## src/sv/iee_pkg.sv

```systemverilog
package iee_pkg;

	// character codes the evaluator reacts to
	localparam logic [7:0] CH_SPACE = 8'h20;
	localparam logic [7:0] CH_STAR  = 8'h2A;
	localparam logic [7:0] CH_PLUS  = 8'h2B;
	localparam logic [7:0] CH_MINUS = 8'h2D;
	localparam logic [7:0] CH_SLASH = 8'h2F;
	localparam logic [7:0] CH_ZERO  = 8'h30;
	localparam logic [7:0] CH_NINE  = 8'h39;

	localparam int OUT_WIDTH = 32;

	typedef enum logic [1:0] {
		PEND_NONE = 2'd0,
		PEND_MUL  = 2'd1,
		PEND_DIV  = 2'd2
	} pend_t;

	// what the character that closed the current operand asks for
	typedef enum logic [2:0] {
		OP_MUL,
		OP_DIV,
		OP_ADD,
		OP_SUB,
		OP_END
	} op_t;

	typedef enum logic [2:0] {
		ST_IDLE,
		ST_MUL,
		ST_DIV,
		ST_DFIX,
		ST_POST
	} state_t;

endpackage

```

## src/sv/infix_expression_evaluator_core.sv

```systemverilog
// channel   | direction | tdata                  | tuser
// s_axis    | in        | [7:0] ch               | -
// m_axis    | out       | [31:0] value           | [0] div_zero
//
// a space or a digit is absorbed in the idle state; an operator with no pending * or / goes to the closing step
// a pending * runs a shift-add multiplier one multiplier bit per cycle;
//   a pending / runs a restoring divider one quotient bit per cycle,
//   then a sign fix-up step (a zero divisor skips the divider)
// arst_n clears the whole expression state and drops m_axis_tvalid
// a terminator waits in the closing step while an earlier result is not taken
module infix_expression_evaluator_core #(
	parameter int VALUE_WIDTH = 32
) (
	input  logic                             clk,
	input  logic                             arst_n,
	input  logic                             s_axis_tvalid,
	output logic                             s_axis_tready,
	input  logic [7:0]                       s_axis_tdata,   // [7:0] ch
	output logic                             m_axis_tvalid,
	input  logic                             m_axis_tready,
	output logic [iee_pkg::OUT_WIDTH-1:0]    m_axis_tdata,   // [31:0] value
	output logic [0:0]                       m_axis_tuser    // [0] div_zero
);

	localparam int CNT_W = $clog2(VALUE_WIDTH);
	localparam logic [CNT_W-1:0] CNT_LAST = CNT_W'(VALUE_WIDTH - 1);

	iee_pkg::state_t state_q, state_d;
	iee_pkg::pend_t  pend_q;
	iee_pkg::op_t    op_q;
	iee_pkg::op_t    op_dec;

	logic [VALUE_WIDTH-1:0] cur_q, term_q, sum_q, acc_q, rem_q;
	logic                   add_sign_q, zdiv_q, neg_q;
	logic [CNT_W-1:0]       cnt_q;
	logic                   out_valid_q;
	logic [iee_pkg::OUT_WIDTH-1:0] out_value_q;
	logic                   out_zdiv_q;

	logic                   acc_in, is_space, is_digit;
	logic [7:0]             ch;
	logic [VALUE_WIDTH-1:0] cur_x10, acc_n, sum_n, term_abs, cur_abs;
	logic [VALUE_WIDTH:0]   trial, diff;
	logic                   qbit, emit, last_step;
	logic [63:0]            sum_ext;

	assign ch     = s_axis_tdata;
	assign acc_in = s_axis_tvalid && s_axis_tready;

	always_comb begin
		is_space = (ch == iee_pkg::CH_SPACE);
		is_digit = ch inside {[iee_pkg::CH_ZERO:iee_pkg::CH_NINE]};
		case (ch)
			iee_pkg::CH_STAR:  op_dec = iee_pkg::OP_MUL;
			iee_pkg::CH_SLASH: op_dec = iee_pkg::OP_DIV;
			iee_pkg::CH_PLUS:  op_dec = iee_pkg::OP_ADD;
			iee_pkg::CH_MINUS: op_dec = iee_pkg::OP_SUB;
			default:           op_dec = iee_pkg::OP_END;
		endcase
	end

	// datapath helpers
	always_comb begin
		cur_x10  = (cur_q << 3) + (cur_q << 1) + VALUE_WIDTH'(ch - iee_pkg::CH_ZERO);
		acc_n    = cur_q[0] ? (acc_q + term_q) : acc_q;
		term_abs = term_q[VALUE_WIDTH-1] ? (-term_q) : term_q;
		cur_abs  = cur_q[VALUE_WIDTH-1] ? (-cur_q) : cur_q;
		trial    = {rem_q, term_q[VALUE_WIDTH-1]};
		diff     = trial - {1'b0, cur_q};
		qbit     = ~diff[VALUE_WIDTH];
		sum_n    = add_sign_q ? (sum_q - term_q) : (sum_q + term_q);
		sum_ext  = 64'(signed'(sum_n));
		last_step = (cnt_q == '0);
		emit     = (state_q == iee_pkg::ST_POST) && (op_q == iee_pkg::OP_END) &&
		           (!out_valid_q || m_axis_tready);
	end

	// next state
	always_comb begin
		state_d = state_q;
		case (state_q)
			iee_pkg::ST_IDLE: begin
				if (acc_in && !is_space && !is_digit) begin
					case (pend_q)
						iee_pkg::PEND_MUL: state_d = iee_pkg::ST_MUL;
						iee_pkg::PEND_DIV: state_d = (cur_q == '0) ? iee_pkg::ST_POST
						                                           : iee_pkg::ST_DIV;
						default:           state_d = iee_pkg::ST_POST;
					endcase
				end
			end
			iee_pkg::ST_MUL:  if (last_step) state_d = iee_pkg::ST_POST;
			iee_pkg::ST_DIV:  if (last_step) state_d = iee_pkg::ST_DFIX;
			iee_pkg::ST_DFIX: state_d = iee_pkg::ST_POST;
			iee_pkg::ST_POST: begin
				if (op_q != iee_pkg::OP_END || emit) state_d = iee_pkg::ST_IDLE;
			end
			default: state_d = iee_pkg::ST_IDLE;
		endcase
	end

	// outputs
	always_comb begin
		s_axis_tready = (state_q == iee_pkg::ST_IDLE);
		m_axis_tvalid = out_valid_q;
		m_axis_tdata  = out_value_q;
		m_axis_tuser  = out_zdiv_q;
	end

	always_ff @(posedge clk or negedge arst_n) begin
		if (!arst_n) begin
			state_q     <= iee_pkg::ST_IDLE;
			pend_q      <= iee_pkg::PEND_NONE;
			op_q        <= iee_pkg::OP_END;
			cur_q       <= '0;
			term_q      <= '0;
			sum_q       <= '0;
			add_sign_q  <= 1'b0;
			zdiv_q      <= 1'b0;
			out_valid_q <= 1'b0;
		end else begin
			state_q <= state_d;
			if (emit)
				out_valid_q <= 1'b1;
			else if (m_axis_tready)
				out_valid_q <= 1'b0;
			case (state_q)
				iee_pkg::ST_IDLE: begin
					if (acc_in && is_digit) begin
						cur_q <= cur_x10;
					end else if (acc_in && !is_space) begin
						op_q <= op_dec;
						case (pend_q)
							iee_pkg::PEND_MUL: ;
							iee_pkg::PEND_DIV: begin
								if (cur_q == '0) begin
									zdiv_q <= 1'b1;
									term_q <= '0;
								end else begin
									term_q <= term_abs;
									cur_q  <= cur_abs;
								end
							end
							default: begin
								term_q <= cur_q;
								cur_q  <= '0;
							end
						endcase
					end
				end
				iee_pkg::ST_MUL: begin
					// multiplier bits leave cur_q lsb first, so it ends at zero
					cur_q  <= cur_q >> 1;
					term_q <= last_step ? acc_n : (term_q << 1);
				end
				iee_pkg::ST_DIV: begin
					term_q <= {term_q[VALUE_WIDTH-2:0], qbit};
				end
				iee_pkg::ST_DFIX: begin
					term_q <= neg_q ? (-term_q) : term_q;
					cur_q  <= '0;
				end
				iee_pkg::ST_POST: begin
					case (op_q)
						iee_pkg::OP_MUL: pend_q <= iee_pkg::PEND_MUL;
						iee_pkg::OP_DIV: pend_q <= iee_pkg::PEND_DIV;
						iee_pkg::OP_ADD, iee_pkg::OP_SUB: begin
							sum_q      <= sum_n;
							term_q     <= '0;
							pend_q     <= iee_pkg::PEND_NONE;
							add_sign_q <= (op_q == iee_pkg::OP_SUB);
						end
						default: begin
							if (emit) begin
								sum_q       <= '0;
								term_q      <= '0;
								pend_q      <= iee_pkg::PEND_NONE;
								add_sign_q  <= 1'b0;
								zdiv_q      <= 1'b0;
							end
						end
					endcase
				end
				default: ;
			endcase
		end
	end

	// iteration registers and result holding, no reset needed
	always_ff @(posedge clk) begin
		if (state_q == iee_pkg::ST_IDLE && acc_in && !is_space && !is_digit) begin
			cnt_q <= CNT_LAST;
			acc_q <= '0;
			rem_q <= '0;
			neg_q <= term_q[VALUE_WIDTH-1] ^ cur_q[VALUE_WIDTH-1];
		end else begin
			if (state_q == iee_pkg::ST_MUL || state_q == iee_pkg::ST_DIV) cnt_q <= cnt_q - 1'b1;
			if (state_q == iee_pkg::ST_MUL) acc_q <= acc_n;
			if (state_q == iee_pkg::ST_DIV)
				rem_q <= qbit ? diff[VALUE_WIDTH-1:0] : trial[VALUE_WIDTH-1:0];
		end
		if (emit) begin
			out_value_q <= sum_ext[iee_pkg::OUT_WIDTH-1:0];
			out_zdiv_q  <= zdiv_q;
		end
	end

	// partial remainder stays below the divisor throughout the division
	a_rem_below_div: assert property (@(posedge clk) disable iff (!arst_n)
		state_q == iee_pkg::ST_DIV |-> rem_q < cur_q)
		else $error("remainder not below divisor");

	// a zero divisor raises the flag at once
	a_zero_div_flag: assert property (@(posedge clk) disable iff (!arst_n)
		(acc_in && !is_space && !is_digit && pend_q == iee_pkg::PEND_DIV && cur_q == '0)
		|=> zdiv_q)
		else $error("division by zero not flagged");

	// the multiplier operand is fully consumed when the product is ready
	a_mul_done: assert property (@(posedge clk) disable iff (!arst_n)
		(state_q == iee_pkg::ST_MUL && last_step) |=> state_q == iee_pkg::ST_POST && cur_q == '0)
		else $error("multiply did not finish cleanly");

	// a delivered result leaves a cleared expression behind
	a_clear_after_emit: assert property (@(posedge clk) disable iff (!arst_n)
		emit |=> sum_q == '0 && term_q == '0 && !zdiv_q && out_valid_q)
		else $error("state not cleared after result");

endmodule
```

## config.mk

```make
export PLATFORM = sky130hd
export DESIGN_NAME = infix_expression_evaluator_core
export DESIGN_NICKNAME = d
export VERILOG_FILES = /design/src/sv/iee_pkg.sv /design/src/sv/infix_expression_evaluator_core.sv
export SDC_FILE = /design/constraint.sdc
export NUM_CORES = 1
export LEC_CHECK = 0
export CAP_MARGIN = 30
export CORE_ASPECT_RATIO = 1.2
export CORE_MARGIN = 8
export CORE_UTILIZATION = 60
export CTS_CLUSTER_DIAMETER = 50
export DETAILED_ROUTE_END_ITERATION = 10
export DONT_BUFFER_PORTS = 1
export PLACE_DENSITY = 0.87
export SYNTH_ARGS = -nofsm -noshare
export SYNTH_HDL_FRONTEND = slang
export SYNTH_SLANG_ARGS = --single-unit
```

## constraint.sdc

```tcl
create_clock -name clk -period 10.4 [get_ports clk]
set_clock_uncertainty 0.15 [all_clocks]
set_input_delay 0.52 -clock clk [delete_from_list [all_inputs] [get_ports clk]]
set_output_delay 0.52 -clock clk [all_outputs]
set_load 0.02 [all_outputs]
```

Word level (Yosys, flattened, before mapping)

Index checks and enable logic that the tools add are counted.
W data, S select, Z words.

$add $sub $neg: 10
Order comparisons: 2
Eq/ne operators: 35
Mux-type cells: 40
Bitwise operators: 4
Reductions and logical operators: 38

Operators by type and width:

| operator              | number |
|---|---|
| $mux W32              | 14 |
| $pmux W32 S2          | 4 |
| $pmux W32 S5          | 1 |
| $add A32 B32 Y32      | 4 |
| $pmux W32 S3          | 1 |
| $neg A32 Y32          | 2 |
| $eq A8 B6 Y1 const B  | 5 |
| $sub A33 B32 Y33      | 1 |
| $logic_not A32 Y1     | 1 |
| $sub A32 B32 Y32      | 1 |
| $ne A2 B2 Y1 const B  | 8 |
| $mux W3               | 5 |
| $pmux W3 S5           | 1 |
| $reduce_and A7 Y1     | 2 |
| $eq A3 B2 Y1 const B  | 4 |
| $ne A4 B4 Y1 const B  | 3 |
| $pmux W3 S4           | 1 |
| $logic_and A1 B1 Y1   | 10 |
| $ne A2 B1 Y1 const B  | 5 |
| $sub A8 B6 Y9 const B | 1 |
| $ge A8 B6 Y1 const B  | 1 |
| $le A8 B6 Y1 const B  | 1 |
| $mux W1               | 8 |
| $reduce_and A4 Y1     | 2 |
| 28 further kinds      | 43 |

Bits in registers: 210
Input bits: 12
Logic and storage cells: 146

Longest topological paths before layout

Depth in word-level cells: 7
Gate-level depth with buffers: 20

Worst setup path after synthesis

Ideal clock, no wire load.

Path type: input to register
Start point: in s_axis_tdata[4]
End point: reg cur_q[27]
Setup time: 0.138 ns
Arrival time: 5.861 ns
Setup slack: 4.251 ns
Stages: 13
Cell sequence: ha_1 > nor3_1 > fa_1 > ha_1 > a21o_1 > a21o_1 > a221o_1 > a31oi_1 > a2bb2oi_1 > a22oi_1 > a211oi_1 > xor2_1 > o22ai_1

Cells in the longest elaborated chain, start to end: 5
Elaborated cells between the ends (all ways): 16
Classes of those cells: add/sub (2); order compare (2); eq/ne (5); mux (2); reduce/logical (5)

RTL lines:

| item                                                                     | RTL line                               | text |
|---|---|---|
| start, declared                                                          | infix_expression_evaluator_core.sv:18  | `input logic [7:0] s_axis_tdata,` |
| parallel branches: the longest is 5 deep, another holds $add A32 B32 Y32 | n/a                                    |  |
| end signal, assigned                                                     | infix_expression_evaluator_core.sv:130 | `cur_q <= cur_x10;` |
| end signal, assigned                                                     | infix_expression_evaluator_core.sv:141 | `cur_q <= cur_abs;` |
| end signal, assigned                                                     | infix_expression_evaluator_core.sv:153 | `cur_q <= cur_q >> 1;` |
| end, declared                                                            | infix_expression_evaluator_core.sv:33  | `logic [VALUE_WIDTH-1:0] cur_q, term_q, sum_q, acc_q, rem_q;` |

Several ways; the timed one is not identified.
A chain may end at the register's enable or synchronous reset.

Final worst setup path

Start point: reg term_q[1]
End point: reg sum_q[31]

Cells in the longest elaborated chain, start to end: 3
Elaborated cells between the ends (all ways): 4
Classes of those cells: add/sub (2); mux (2)

RTL lines:

| item                                                        | RTL line                               | text |
|---|---|---|
| start, declared                                             | infix_expression_evaluator_core.sv:33  |  |
| start signal, assigned                                      | infix_expression_evaluator_core.sv:140 | `term_q <= term_abs;` |
| start signal, assigned                                      | infix_expression_evaluator_core.sv:145 | `term_q <= cur_q;` |
| start signal, assigned                                      | infix_expression_evaluator_core.sv:154 | `term_q <= last_step ? acc_n : (term_q << 1);` |
| $add A32 B32 Y32 / $sub A32 B32 Y32 (equally long branches) | infix_expression_evaluator_core.sv:71  | `sum_n = add_sign_q ? (sum_q - term_q) : (sum_q + term_q);` |
| $mux W32 *                                                  | infix_expression_evaluator_core.sv:71  |  |
| $pmux W32 S2 *                                              | infix_expression_evaluator_core.sv:164 | `case (op_q)` |
| end signal, assigned                                        | infix_expression_evaluator_core.sv:168 | `sum_q <= sum_n;` |
| end, declared                                               | infix_expression_evaluator_core.sv:33  |  |

Mark *: on every way between the ends. The rest lies on a longest branch, timed or not.

==> metrics <==
Ports 47; H-tree depth 2; first-pass GRT wire length 101000 µm; achievable frequency 0.183 GHz; count leader, synth nand2_1; count of clock tree sinks between 200 and 250; setup TNS 0 ns; Die Ht 214 µm; row count 72; share of layout cells above drive strength 1 slightly above 6%; CP cell instances inv_1, ha_1, or4b_4, nor4_2, and3_1, nor2_1, xnor2_1, ha_1, nand3_1, nor3_1, or3b_2, a2bb2oi_1, o21ai_0, a2111oi_0, nor3_1, o311ai_0, nand3b_1; Root Buffer clkbuf_16; DR vias 19986; die footprint 38700 µm²; dominant cell type by area after synthesis dfrtp_1; antenna violations before repair 0; # port buffers 0; crit path DAT 5.72 ns; Tcrit/Tclk final 52.5%; vias in the first global route 19591; crit path max fanout 7; hpwl dp 44700 µm; CTS tree yes; vias per inst 7.07; Async S/R FF share, synth between 50% and 60%; Final nets 2569; Detailed Route WL 64400 µm; Syn. warnings 0; fill count 2673; number of post-CTS setup repair buffers 0; ANT nets after route 0; Slowest-stage cell, CP a2111oi_0; Area after DPL just under 20000 µm²; top post-synthesis cells by count nand2_1, a21oi_1, nor2_1; Max Cap Viol 0; total congestion overflow 0; routed length per instance roughly 23 µm; syn_area_per_cell 7.91 µm²; Setup crit end kind flop; gr usage total 31.8%; Final Setup Violations 0; final hold vios 0; post-route minimum period 5.46 ns; Distinct cells, synth 95; Core Area 32300 µm²; largest net degree at the start of global routing 108; critical path startpoint category flop; starting DRC count in detailed routing 2170; Final Wtd Congestion around 0.98; width of the die 181 µm; synth top area cells dfrtp_1, ha_1, dfxtp_1; Seq/Total Area, Yosys 25.9%; Mapped Cells 2477; Max Root-Sink Buffers 3; WP buf/inv 1; Worst EP required approximately 11 ns; number of enable flip-flop cells after synthesis 34; register bit total from synthesis 210; Final Max Tran Viols 0; synthesized cell area 19600 µm²; share of the synthesized area in the top cell type 13.5%; Clk Latency, worst-skew pair around 0.54 ns; fin area 21100 µm²; area grow syn2layout 7.49%; CP top delay family simple AND/OR/NAND/NOR gates; Worst slew margin between 20% and 30%; delay of the slowest cell on the worst path 0.64 ns; initial core utilization 60.8%; status completed; ys flop type dfrtp_1; Remaining DRCs 0; worst-margin pin slew 1.07 ns; DR pass1 iterations 8; clock-pin slew on the worst setup and hold paths approximately 0.060 ns; post-CTS sizing 0; RSZ-0062 raised after global routing no; hold crit path type in -> reg; CTS hold repair buffers 3; CTS buffer count 35; critical path class reg -> reg; Syn Nets around 2700
==> final cells by class <==
cell class              count  area [µm²]  share of cell area (%)
flip-flops and latches    210        5080                    24.1
well taps                 407         509                    2.42
clock buffers              43         958                    4.55
diodes                      1        2.50                  0.0119
clock inverters            21         274                    1.30
multi-input cells        2011       13600                    64.4
inverters                  99         372                    1.76
repair buffers             36         295                    1.40
==> metal layers <==
metal | share of wire (%) | vias to the layer above | global-route usage [%]
li1 | - | 8964 | -
met5 | 0 | - | 0
met2 | 48 | 1219 | 54.5
met4 | 6.6 | 0 | 20.1
met1 | 36 | 9447 | 35.5
met3 | 9.3 | 356 | 6.95
==> cell families after synthesis <==
family | count (synthesis) | share of synthesized area, %
buf+inv | 256 | 5.08
simple gates | 806 | 19.4
mux | 23 | 1.18
xor+xnor | 183 | 8.18
fa+ha+maj | 164 | 11.7
compound gates | 835 | 28.5
flops | 210 | 25.9
==> placed cells by master, fill, tap and decap left out, drive strengths merged, types with 69 or more instances in the layout <==
| cell | n |
|---|---|
| nor3 | 69 |
| inv | 109 |
| nor2 | 218 |
| a21oi | 232 |
| nand2 | 267 |
| dfrtp | 106 |
| ha | 133 |
| dfxtp | 69 |
| xnor2 | 137 |
| o21ai | 146 |
==> sequential cells by signal, summed over array words and instances (netlist names), 3 cells and up <==
| register | flops |
|---|---|
| op_q | 3 |
| state_q | 3 |
| acc_q | 32 |
| sum_q | 32 |
| cur_q | 32 |
| rem_q | 32 |
| m_axis_tdata | 32 |
| cnt_q | 5 |
| term_q | 32 |
==> worst paths after layout <==
kind / startpoint / end / slack, ns / cells past startpoint
max: term_q[1] / sum_q[31] / 4.94 / 17
max reg2reg: term_q[1] / sum_q[31] / 4.94 / 17
min in group asynchronous: arst_n / sum_q[16] / 0.45 / 2
min: s_axis_tdata[2] / op_q[0] / 0.02 / 2
max in group asynchronous: arst_n / cur_q[21] / 9.16 / 2
min reg2reg: acc_q[21] / acc_q[21] / 0.32 / 2
==> metrics by stage <==
stage / hold WS [ns] / utilization [%] / cells / setup slack (ns)
after floorplan: 0.0744 / - / 2477 / 4.25
after global placement: 0.0776 / 61.3 / 2760 / 5.06
after detailed placement: 0.0785 / 61.3 / 2760 / 4.98
after CTS: 0.00277 / 65.3 / 2827 / 4.98
after global routing: 0.0304 / 65.3 / 2827 / 4.41
final: 0.0158 / 65.3 / 2828 / 4.94
Power is left out: the tool's default activity adds up to more than one toggle a clock period on the data nets, which glitch-free logic cannot reach.
